**config.mk**
```make
export PLATFORM = sky130hd
export DESIGN_NAME = circle_ring_fill_overlay_core
export DESIGN_NICKNAME = d
export VERILOG_FILES = /design/src/crf_pkg.sv /design/src/circle_ring_fill_overlay_core.sv /design/src/crf_cfg_regs.sv /design/src/crf_dist_pipe.sv /design/src/crf_classify.sv
export SDC_FILE = /design/constraint.sdc
export NUM_CORES = 2
export LEC_CHECK = 0
export BUFFER_PORTS_ARGS = -buffer_cell sky130_fd_sc_hd__buf_2
export CAP_MARGIN = 20
export CELL_PAD_IN_SITES_DETAIL_PLACEMENT = 2
export CELL_PAD_IN_SITES_GLOBAL_PLACEMENT = 2
export CORE_MARGIN = 3
export CORE_UTILIZATION = 46
export CTS_BUF_LIST = sky130_fd_sc_hd__clkbuf_16
export DETAILED_ROUTE_END_ITERATION = 8
export PLACE_DENSITY = 0.95
export SKIP_LAST_GASP = 1
export SYNTH_ARGS = -nofsm -noshare
export SYNTH_HDL_FRONTEND = slang
export SYNTH_HIERARCHICAL = 1
export SYNTH_SLANG_ARGS = --single-unit
export TNS_END_PERCENT = 50
```
**constraint.sdc**
```tcl
create_clock -name clk_i -period 11.11 [get_ports clk_i]
set_input_delay 1.111 -clock clk_i [delete_from_list [all_inputs] [get_ports clk_i]]
set_output_delay 1.111 -clock clk_i [all_outputs]
set_load 0.05 [all_outputs]
```
**src/crf_pkg.sv**
```systemverilog
// Shared types, widths and codes for the circle ring and fill overlay.
// Used by every module of the block; depends on nothing.
`timescale 1ns / 1ps

package crf_pkg;

  // Default image extent for the in-range check on pixel coordinates
  localparam int MAX_DIM_DEF = 4096;

  // Field widths
  localparam int COORD_W    = 12;
  localparam int CENTER_W   = 16;
  localparam int DIFF_W     = CENTER_W + 1;
  localparam int SQ_W       = 32;
  localparam int LEN_W      = 12;
  localparam int HALF_W     = LEN_W - 1;
  localparam int BOUND_W    = LEN_W + 1;
  localparam int OUTER_SQ_W = 2 * BOUND_W;
  localparam int INNER_SQ_W = 2 * LEN_W;
  localparam int CH_W       = 8;
  localparam int COLOR_W    = 3 * CH_W;
  localparam int REGION_W   = 2;
  localparam int CFG_IDX_W  = 3;
  localparam int CFG_DATA_W = COLOR_W;

  typedef enum logic [REGION_W-1:0] {
    REGION_NONE = 2'd0,
    REGION_FILL = 2'd1,
    REGION_RING = 2'd2
  } region_e;

  typedef enum logic [CFG_IDX_W-1:0] {
    CFG_CENTER_X       = 3'd0,
    CFG_CENTER_Y       = 3'd1,
    CFG_RADIUS         = 3'd2,
    CFG_THICKNESS      = 3'd3,
    CFG_FILL_ENABLE    = 3'd4,
    CFG_LINE_COLOR     = 3'd5,
    CFG_INTERIOR_COLOR = 3'd6
  } cfg_idx_e;

  typedef struct packed {
    logic signed [CENTER_W-1:0] center_x;
    logic signed [CENTER_W-1:0] center_y;
    logic [LEN_W-1:0]           radius;
    logic [LEN_W-1:0]           thickness;
    logic                       fill_enable;
    logic [COLOR_W-1:0]         line_color;
    logic [COLOR_W-1:0]         interior_color;
  } cfg_t;

  typedef struct packed {
    logic [CH_W-1:0] red;
    logic [CH_W-1:0] green;
    logic [CH_W-1:0] blue;
  } rgb_t;

  // One beat leaving the distance pipeline
  typedef struct packed {
    logic                  valid;
    logic                  in_range;
    logic [SQ_W-1:0]       d2;
    logic [OUTER_SQ_W-1:0] outer_sq;
    logic [INNER_SQ_W-1:0] inner_sq;
    rgb_t                  pix;
  } dist_beat_t;

endpackage

```
**src/circle_ring_fill_overlay_core.sv**
```systemverilog
// Top level of the thick circle ring and fill overlay.
// Depends on crf_pkg, crf_cfg_regs, crf_dist_pipe and crf_classify.
//
//   channel  | handshake           | payload
//   ---------+---------------------+----------------------------------------
//   pixel in | start, busy         | pixel_x_i, pixel_y_i, in_red/green/blue_i
//   result   | res_valid_o strobe  | out_red/green/blue_o, region_o
//   config   | cfg_we_i            | cfg_idx_i, cfg_data_i
//
// One pixel enters every cycle; busy stays low. Each result passes through
// the four register stages (difference, square, sum, compare) after its
// beat is taken. Reset clears the valid bits and loads the register
// defaults. The receiver cannot stall, so the pipeline never holds.
`timescale 1ns / 1ps

module circle_ring_fill_overlay_core #(
  parameter int MAX_DIM = crf_pkg::MAX_DIM_DEF
) (
  input  logic                           clk_i,
  input  logic                           rst_ni,
  input  logic                           start,
  output logic                           busy,
  input  logic [crf_pkg::COORD_W-1:0]    pixel_x_i,
  input  logic [crf_pkg::COORD_W-1:0]    pixel_y_i,
  input  logic [crf_pkg::CH_W-1:0]       in_red_i,
  input  logic [crf_pkg::CH_W-1:0]       in_green_i,
  input  logic [crf_pkg::CH_W-1:0]       in_blue_i,
  output logic                           res_valid_o,
  output logic [crf_pkg::CH_W-1:0]       out_red_o,
  output logic [crf_pkg::CH_W-1:0]       out_green_o,
  output logic [crf_pkg::CH_W-1:0]       out_blue_o,
  output logic [crf_pkg::REGION_W-1:0]   region_o,
  input  logic                           cfg_we_i,
  input  logic [crf_pkg::CFG_IDX_W-1:0]  cfg_idx_i,
  input  logic [crf_pkg::CFG_DATA_W-1:0] cfg_data_i
);
  import crf_pkg::*;

  cfg_t       cfg;
  rgb_t       in_pix, out_pix;
  dist_beat_t beat;
  logic       accept;

  // Take a beat whenever start is high
  assign busy   = 1'b0;
  assign accept = start && !busy;
  assign in_pix = '{red: in_red_i, green: in_green_i, blue: in_blue_i};

  crf_cfg_regs u_cfg (
    .clk_i      (clk_i),
    .rst_ni     (rst_ni),
    .cfg_we_i   (cfg_we_i),
    .cfg_idx_i  (cfg_idx_i),
    .cfg_data_i (cfg_data_i),
    .cfg_o      (cfg)
  );

  crf_dist_pipe #(
    .MAX_DIM (MAX_DIM)
  ) u_dist (
    .clk_i     (clk_i),
    .rst_ni    (rst_ni),
    .valid_i   (accept),
    .pixel_x_i (pixel_x_i),
    .pixel_y_i (pixel_y_i),
    .pix_i     (in_pix),
    .cfg_i     (cfg),
    .beat_o    (beat)
  );

  crf_classify u_cls (
    .clk_i    (clk_i),
    .rst_ni   (rst_ni),
    .beat_i   (beat),
    .cfg_i    (cfg),
    .valid_o  (res_valid_o),
    .pix_o    (out_pix),
    .region_o (region_o)
  );

  assign out_red_o   = out_pix.red;
  assign out_green_o = out_pix.green;
  assign out_blue_o  = out_pix.blue;

`ifndef SYNTHESIS
  // A result strobe always traces back to a taken input beat
  a_valid_origin: assert property (@(posedge clk_i) disable iff (!rst_ni)
    res_valid_o |-> $past(accept, 4))
    else $error("result strobe without a matching input beat");

  // An untouched pixel leaves with the color it came in with
  a_passthrough: assert property (@(posedge clk_i) disable iff (!rst_ni)
    (res_valid_o && region_o == REGION_NONE) |->
      (out_red_o == $past(in_red_i, 4) && out_green_o == $past(in_green_i, 4)
       && out_blue_o == $past(in_blue_i, 4)))
    else $error("untouched pixel changed color");
`endif

endmodule

```
**src/crf_cfg_regs.sv**
```systemverilog
// Configuration register file for the overlay: center, radius, thickness,
// fill enable and the two colors. Depends on crf_pkg.
`timescale 1ns / 1ps

module crf_cfg_regs (
  input  logic                           clk_i,
  input  logic                           rst_ni,
  input  logic                           cfg_we_i,
  input  logic [crf_pkg::CFG_IDX_W-1:0]  cfg_idx_i,
  input  logic [crf_pkg::CFG_DATA_W-1:0] cfg_data_i,
  output crf_pkg::cfg_t                  cfg_o
);
  import crf_pkg::*;

  cfg_t cfg_q, cfg_d;

  // Decode the write and update one register
  always_comb begin
    cfg_d = cfg_q;
    if (cfg_we_i) begin
      unique case (cfg_idx_e'(cfg_idx_i))
        CFG_CENTER_X:       cfg_d.center_x       = signed'(cfg_data_i[CENTER_W-1:0]);
        CFG_CENTER_Y:       cfg_d.center_y       = signed'(cfg_data_i[CENTER_W-1:0]);
        CFG_RADIUS:         cfg_d.radius         = cfg_data_i[LEN_W-1:0];
        CFG_THICKNESS:      cfg_d.thickness      = cfg_data_i[LEN_W-1:0];
        CFG_FILL_ENABLE:    cfg_d.fill_enable    = cfg_data_i[0];
        CFG_LINE_COLOR:     cfg_d.line_color     = cfg_data_i[COLOR_W-1:0];
        CFG_INTERIOR_COLOR: cfg_d.interior_color = cfg_data_i[COLOR_W-1:0];
        default:            cfg_d = cfg_q;
      endcase
    end
  end

  always_ff @(posedge clk_i or negedge rst_ni) begin
    if (!rst_ni) begin
      cfg_q.center_x       <= '0;
      cfg_q.center_y       <= '0;
      cfg_q.radius         <= LEN_W'(1);
      cfg_q.thickness      <= LEN_W'(1);
      cfg_q.fill_enable    <= 1'b0;
      cfg_q.line_color     <= '0;
      cfg_q.interior_color <= '0;
    end else begin
      cfg_q <= cfg_d;
    end
  end

  assign cfg_o = cfg_q;

endmodule

```
**src/crf_dist_pipe.sv**
```systemverilog
// Three-stage squared-distance pipeline: differences and ring bounds,
// squares, then the sum. Depends on crf_pkg.
`timescale 1ns / 1ps

module crf_dist_pipe #(
  parameter int MAX_DIM = crf_pkg::MAX_DIM_DEF
) (
  input  logic                        clk_i,
  input  logic                        rst_ni,
  input  logic                        valid_i,
  input  logic [crf_pkg::COORD_W-1:0] pixel_x_i,
  input  logic [crf_pkg::COORD_W-1:0] pixel_y_i,
  input  crf_pkg::rgb_t               pix_i,
  input  crf_pkg::cfg_t               cfg_i,
  output crf_pkg::dist_beat_t         beat_o
);
  import crf_pkg::*;

  localparam int PAD_W = DIFF_W - COORD_W;

  // Stage 1: coordinate differences, in-range flag, ring bounds
  logic                     s1_valid_q;
  logic                     s1_in_range_q;
  logic signed [DIFF_W-1:0] s1_dx_q, s1_dy_q, s1_dx_d, s1_dy_d;
  logic [BOUND_W-1:0]       s1_outer_q, s1_outer_d;
  logic [LEN_W-1:0]         s1_inner_q, s1_inner_d;
  logic [HALF_W-1:0]        half_thick;
  logic                     in_range_d;
  rgb_t                     s1_pix_q;

  always_comb begin
    s1_dx_d    = signed'({{PAD_W{1'b0}}, pixel_x_i})
               - signed'({cfg_i.center_x[CENTER_W-1], cfg_i.center_x});
    s1_dy_d    = signed'({{PAD_W{1'b0}}, pixel_y_i})
               - signed'({cfg_i.center_y[CENTER_W-1], cfg_i.center_y});
    half_thick = cfg_i.thickness[LEN_W-1:1];
    s1_outer_d = {1'b0, cfg_i.radius} + {2'b00, half_thick};
    // Clamp the inner bound at zero when the half width exceeds the radius
    s1_inner_d = (cfg_i.radius > {1'b0, half_thick})
               ? cfg_i.radius - {1'b0, half_thick} : '0;
    in_range_d = (32'(pixel_x_i) < 32'(MAX_DIM)) && (32'(pixel_y_i) < 32'(MAX_DIM));
  end

  // Stage 2: squares
  logic                         s2_valid_q;
  logic                         s2_in_range_q;
  logic signed [2*DIFF_W-1:0]   sq_x_full, sq_y_full;
  logic [SQ_W-1:0]              s2_sq_x_q, s2_sq_y_q;
  logic [OUTER_SQ_W-1:0]        s2_outer_sq_q, s2_outer_sq_d;
  logic [INNER_SQ_W-1:0]        s2_inner_sq_q, s2_inner_sq_d;
  rgb_t                         s2_pix_q;

  always_comb begin
    sq_x_full     = (2*DIFF_W)'(s1_dx_q) * (2*DIFF_W)'(s1_dx_q);
    sq_y_full     = (2*DIFF_W)'(s1_dy_q) * (2*DIFF_W)'(s1_dy_q);
    s2_outer_sq_d = OUTER_SQ_W'(s1_outer_q) * OUTER_SQ_W'(s1_outer_q);
    s2_inner_sq_d = INNER_SQ_W'(s1_inner_q) * INNER_SQ_W'(s1_inner_q);
  end

  // Stage 3: sum of squares
  logic [SQ_W-1:0]       s3_d2_d;
  logic                  s3_valid_q;
  logic                  s3_in_range_q;
  logic [SQ_W-1:0]       s3_d2_q;
  logic [OUTER_SQ_W-1:0] s3_outer_sq_q;
  logic [INNER_SQ_W-1:0] s3_inner_sq_q;
  rgb_t                  s3_pix_q;

  assign s3_d2_d = s2_sq_x_q + s2_sq_y_q;

  // Advance valid bits
  always_ff @(posedge clk_i or negedge rst_ni) begin
    if (!rst_ni) begin
      s1_valid_q <= 1'b0;
      s2_valid_q <= 1'b0;
      s3_valid_q <= 1'b0;
    end else begin
      s1_valid_q <= valid_i;
      s2_valid_q <= s1_valid_q;
      s3_valid_q <= s2_valid_q;
    end
  end

  // Advance payload
  always_ff @(posedge clk_i) begin
    s1_in_range_q <= in_range_d;
    s1_dx_q       <= s1_dx_d;
    s1_dy_q       <= s1_dy_d;
    s1_outer_q    <= s1_outer_d;
    s1_inner_q    <= s1_inner_d;
    s1_pix_q      <= pix_i;

    s2_in_range_q <= s1_in_range_q;
    s2_sq_x_q     <= sq_x_full[SQ_W-1:0];
    s2_sq_y_q     <= sq_y_full[SQ_W-1:0];
    s2_outer_sq_q <= s2_outer_sq_d;
    s2_inner_sq_q <= s2_inner_sq_d;
    s2_pix_q      <= s1_pix_q;

    s3_in_range_q <= s2_in_range_q;
    s3_d2_q       <= s3_d2_d;
    s3_outer_sq_q <= s2_outer_sq_q;
    s3_inner_sq_q <= s2_inner_sq_q;
    s3_pix_q      <= s2_pix_q;
  end

  assign beat_o = '{valid:    s3_valid_q,
                    in_range: s3_in_range_q,
                    d2:       s3_d2_q,
                    outer_sq: s3_outer_sq_q,
                    inner_sq: s3_inner_sq_q,
                    pix:      s3_pix_q};

endmodule

```
**src/crf_classify.sv**
```systemverilog
// Final stage: compare the squared distance to the ring bounds, pick the
// color and register the result beat. Depends on crf_pkg.
`timescale 1ns / 1ps

module crf_classify (
  input  logic                           clk_i,
  input  logic                           rst_ni,
  input  crf_pkg::dist_beat_t            beat_i,
  input  crf_pkg::cfg_t                  cfg_i,
  output logic                           valid_o,
  output crf_pkg::rgb_t                  pix_o,
  output logic [crf_pkg::REGION_W-1:0]   region_o
);
  import crf_pkg::*;

  logic    on_ring, in_disc;
  rgb_t    pix_d, pix_q;
  region_e region_d, region_q;
  logic    valid_q;

  // Classify and select the color; the ring wins over the fill
  always_comb begin
    on_ring  = (beat_i.d2 >= SQ_W'(beat_i.inner_sq)) && (beat_i.d2 <= SQ_W'(beat_i.outer_sq));
    in_disc  = beat_i.d2 <= SQ_W'(beat_i.inner_sq);
    pix_d    = beat_i.pix;
    region_d = REGION_NONE;
    priority if (!beat_i.in_range) begin
      region_d = REGION_NONE;
    end else if (on_ring) begin
      region_d = REGION_RING;
      pix_d    = cfg_i.line_color;
    end else if (cfg_i.fill_enable && in_disc) begin
      region_d = REGION_FILL;
      pix_d    = cfg_i.interior_color;
    end else begin
      region_d = REGION_NONE;
    end
  end

  always_ff @(posedge clk_i or negedge rst_ni) begin
    if (!rst_ni) begin
      valid_q <= 1'b0;
    end else begin
      valid_q <= beat_i.valid;
    end
  end

  always_ff @(posedge clk_i) begin
    pix_q    <= pix_d;
    region_q <= region_d;
  end

  assign valid_o  = valid_q;
  assign pix_o    = pix_q;
  assign region_o = region_q;

endmodule
```
==> results of run 1 <==
-- per-stage QoR --
step	setup WS (ns)	hold slack, ns	cells	utilization [%]
after detailed placement	3.81	0.314	5619	48.5
after global placement	4.49	0.310	5619	48.5
after CTS	3.11	0.316	5710	50.3
after floorplan	5.01	0.310	4348	-
-- layer usage --
| layer | GRT overflow | track usage, % |
|---|---|---|
| met4 | 0 | 66.4 |
| met5 | 0 | 18.0 |
| met1 | 0 | 61.8 |
| met3 | 0 | 43.3 |
| met2 | 1 | 84.2 |
==> flow_metrics.env, run 1 <==
export IMPL_dp_hpwl_um=145000
export IMPL_placed_area_sq_um=45600
export IMPL_syn_inst=4347
export IMPL_cts_hold_buf=0
export IMPL_antenna_found_initial=30
export IMPL_routabilityCongestion=0.857
export IMPL_track_usage_pct=63.6
export IMPL_cts_htree_levels=2
export IMPL_error_line="[ERROR GRT-0232] Routing congestion too high. Check the congestion heatmap in the GUI."
export IMPL_status="did not finish"
export IMPL_cts_root_buf="clkbuf_16"
export IMPL_lastStage="global routing"
export IMPL_cts_setup_buffers=0
export IMPL_rows=112
export IMPL_syn_area_sq_um=43800
export IMPL_port_buffer_count=105
export IMPL_cts_buffers=49
export IMPL_grt_max_degree=64
export IMPL_grt_overflow=1
export IMPL_initial_core_util_pct=46.7
export IMPL_ys_warnings_count=6
export IMPL_clock_path_buffers=3
export IMPL_synth_area_per_cell_sq_um=10.1
export IMPL_ios=107
export IMPL_die_y_um=315
export IMPL_cts_resized=0
export IMPL_die_w_um=315
==> inputs of run 2 (changes only) <==
--- a/config.mk
+++ b/config.mk
@@ -7,13 +7,10 @@
 export LEC_CHECK = 0
 export BUFFER_PORTS_ARGS = -buffer_cell sky130_fd_sc_hd__buf_2
 export CAP_MARGIN = 20
-export CELL_PAD_IN_SITES_DETAIL_PLACEMENT = 2
-export CELL_PAD_IN_SITES_GLOBAL_PLACEMENT = 2
 export CORE_MARGIN = 3
-export CORE_UTILIZATION = 46
-export CTS_BUF_LIST = sky130_fd_sc_hd__clkbuf_16
+export CORE_UTILIZATION = 40
 export DETAILED_ROUTE_END_ITERATION = 8
-export PLACE_DENSITY = 0.95
+export PLACE_DENSITY_LB_ADDON = 0.15
 export SKIP_LAST_GASP = 1
 export SYNTH_ARGS = -nofsm -noshare
 export SYNTH_HDL_FRONTEND = slang
==> run 2 against run 1 <==
Compared with the run above:
- the run now ends clean
- area after synthesis unchanged
- synthesized cell count unchanged
==> flow_metrics.env, run 2 <==
export IMPL_status="finished clean"
export IMPL_mostFrequentLayoutCells="inv_1, fa_1, ha_1"
export IMPL_syn_area_sq_um=43800
export IMPL_worst_r2r_path_depth=22
export IMPL_worstSkewPairLatency_ns=0.66
export IMPL_drive_gt1_share_pct=8.55
export IMPL_num_vias=28000
export IMPL_finalWirelength_um=98200
export IMPL_synth_area_per_cell_sq_um=10.1
export IMPL_dp_hpwl_um=80600
export IMPL_cts_resized=0
export IMPL_rows=120
export IMPL_worst_pin_slew_ns=0.996
export IMPL_cts_htree_levels=2
export IMPL_wl_per_cell_um=16.7
export IMPL_port_buffer_count=105
export IMPL_worstSetupStartpointType="register"
export IMPL_ant_nets=0
export IMPL_largest_reg_flops=104
export IMPL_grt_max_degree=57
export IMPL_layout_nets=5612
export IMPL_cts_buffers=54
export IMPL_clock_path_buffers=3
export IMPL_hold_class="register to register"
export IMPL_die_y_um=337
export IMPL_die_area_sq_um=114000
export IMPL_finalHoldViolations=0
export IMPL_syn_inst=4347
export IMPL_period_share_pct=62.2
export IMPL_max_clock_freq_ghz=0.145
export IMPL_initial_core_util_pct=40.6
export IMPL_ys_warnings_count=6
export IMPL_cts_setup_buffers=0
export IMPL_rsz0062_at_grt="no"
export IMPL_crit_fanout=19
export IMPL_critPathRequiredTime_ns=11.59
export IMPL_crit_arrival_ns=7.39
export IMPL_critPathKind="register to register"
export IMPL_grt_pass1_wl_um=163000
export IMPL_firstDrtPassIters=5
export IMPL_clk_pin_slew_ns=0.07
export IMPL_fp_coreArea_sq_um=108000
export IMPL_cts_hold_buf=0
export IMPL_setup_tns_ns=0
export IMPL_final_common_cell="inv_1"
export IMPL_grt_pass1_vias=30700
export IMPL_drt_initial_drc_count=1152
export IMPL_setup_violations=0
export IMPL_track_usage_pct=18.2
export IMPL_maxCapViolCount=0
export IMPL_max_slew_margin_pct=33.4
export IMPL_final_util_pct=44.4
export IMPL_routabilityCongestion=0.821
export IMPL_via_per_inst=4.77
export IMPL_fin_worst_skew_ns=0.0712
export IMPL_whs_path_depth=0
export IMPL_min_period_ns=6.91
export IMPL_cts_root_buf="clkbuf_16"
export IMPL_die_w_um=337
export IMPL_end_kind="register"
export IMPL_final_max_slew_viol_count=0
export IMPL_cts_sinks=455
export IMPL_antenna_found_initial=8
export IMPL_tritoncts="done"
export IMPL_drc_errors=0
export IMPL_syn_to_final_growth_pct=9.30
export IMPL_layout_cells_non_filler=5872
export IMPL_grt_overflow=0
export IMPL_place_inst=5766
export IMPL_ios=107
==> run 2: final cells by class <==
cell class,count,area [sq um]
Fill cell,10500,59900
Multi-Input combinational cell,2761,29800
Sequential cell,455,9650
Inverter,1029,3860
Tap cell,1403,1760
Clock buffer,70,1610
Timing Repair Buffer,120,684
Clock inverter,32,483
Antenna cell,2,5.00
==> run 2: metal layers <==
layer / up-vias / wire [um] / global-route usage [%]
li1: 13600 / - / -
met2: 343 / 48500 / 32.0
met5: - / 30 / 0
met1: 14000 / 44200 / 23.8
met4: 6 / 2510 / 4.51
met3: 111 / 3040 / 2.19
==> run 2: through the flow <==
| stage | setup slack [ns] | hold slack [ns] | area [sq um] |
|---|---|---|---|
| finish | 4.20 | 0.278 | 47900 |
| global route | 3.78 | 0.281 | 47900 |
| CTS | 4.23 | 0.294 | 47800 |
| detailed placement | 4.25 | 0.312 | 45700 |
| global placement | 4.33 | 0.310 | 45700 |
| floorplan | 5.01 | 0.310 | 43800 |
==> run 2: worst paths after layout <==
path,endpoint,slack (ns),startpoint
worst max-delay path,u_dist/s2_sq_y_q[29],4.20,u_dist/s1_dy_q[4]
worst min-delay path,u_dist/s2_pix_q[19],0.28,u_dist/s1_pix_q[19]
worst max register to register,u_dist/s2_sq_y_q[29],4.20,u_dist/s1_dy_q[4]
worst min register to register,u_dist/s2_pix_q[19],0.28,u_dist/s1_pix_q[19]
max in group asynchronous,u_cfg/cfg_o[15],9.40,rst_ni
min in group asynchronous,u_dist/s1_valid_q,0.50,rst_ni
==> run 2: critical path, stage by stage (launching register included) <==
cell and delay, ns:
dfxtp_1 0.86, nand2_1 0.23, fa_1 0.59, inv_1 0.06
fa_1 0.53, inv_1 0.05, fa_1 0.37, inv_1 0.07
fa_1 0.44, fa_1 0.57, inv_1 0.05, fa_1 0.48
inv_1 0.04, ha_1 0.35, a21o_1 0.18, a21o_1 0.16
a21oi_1 0.14, o21ai_0 0.11, a31oi_1 0.21, nand2_1 0.19
a2111oi_0 0.78, nor2_1 0.13, xor2_1 0.17
Power of run 2 is not shown: default switching activity piles up to over one toggle a cycle in this logic, so the estimate is an artifact.
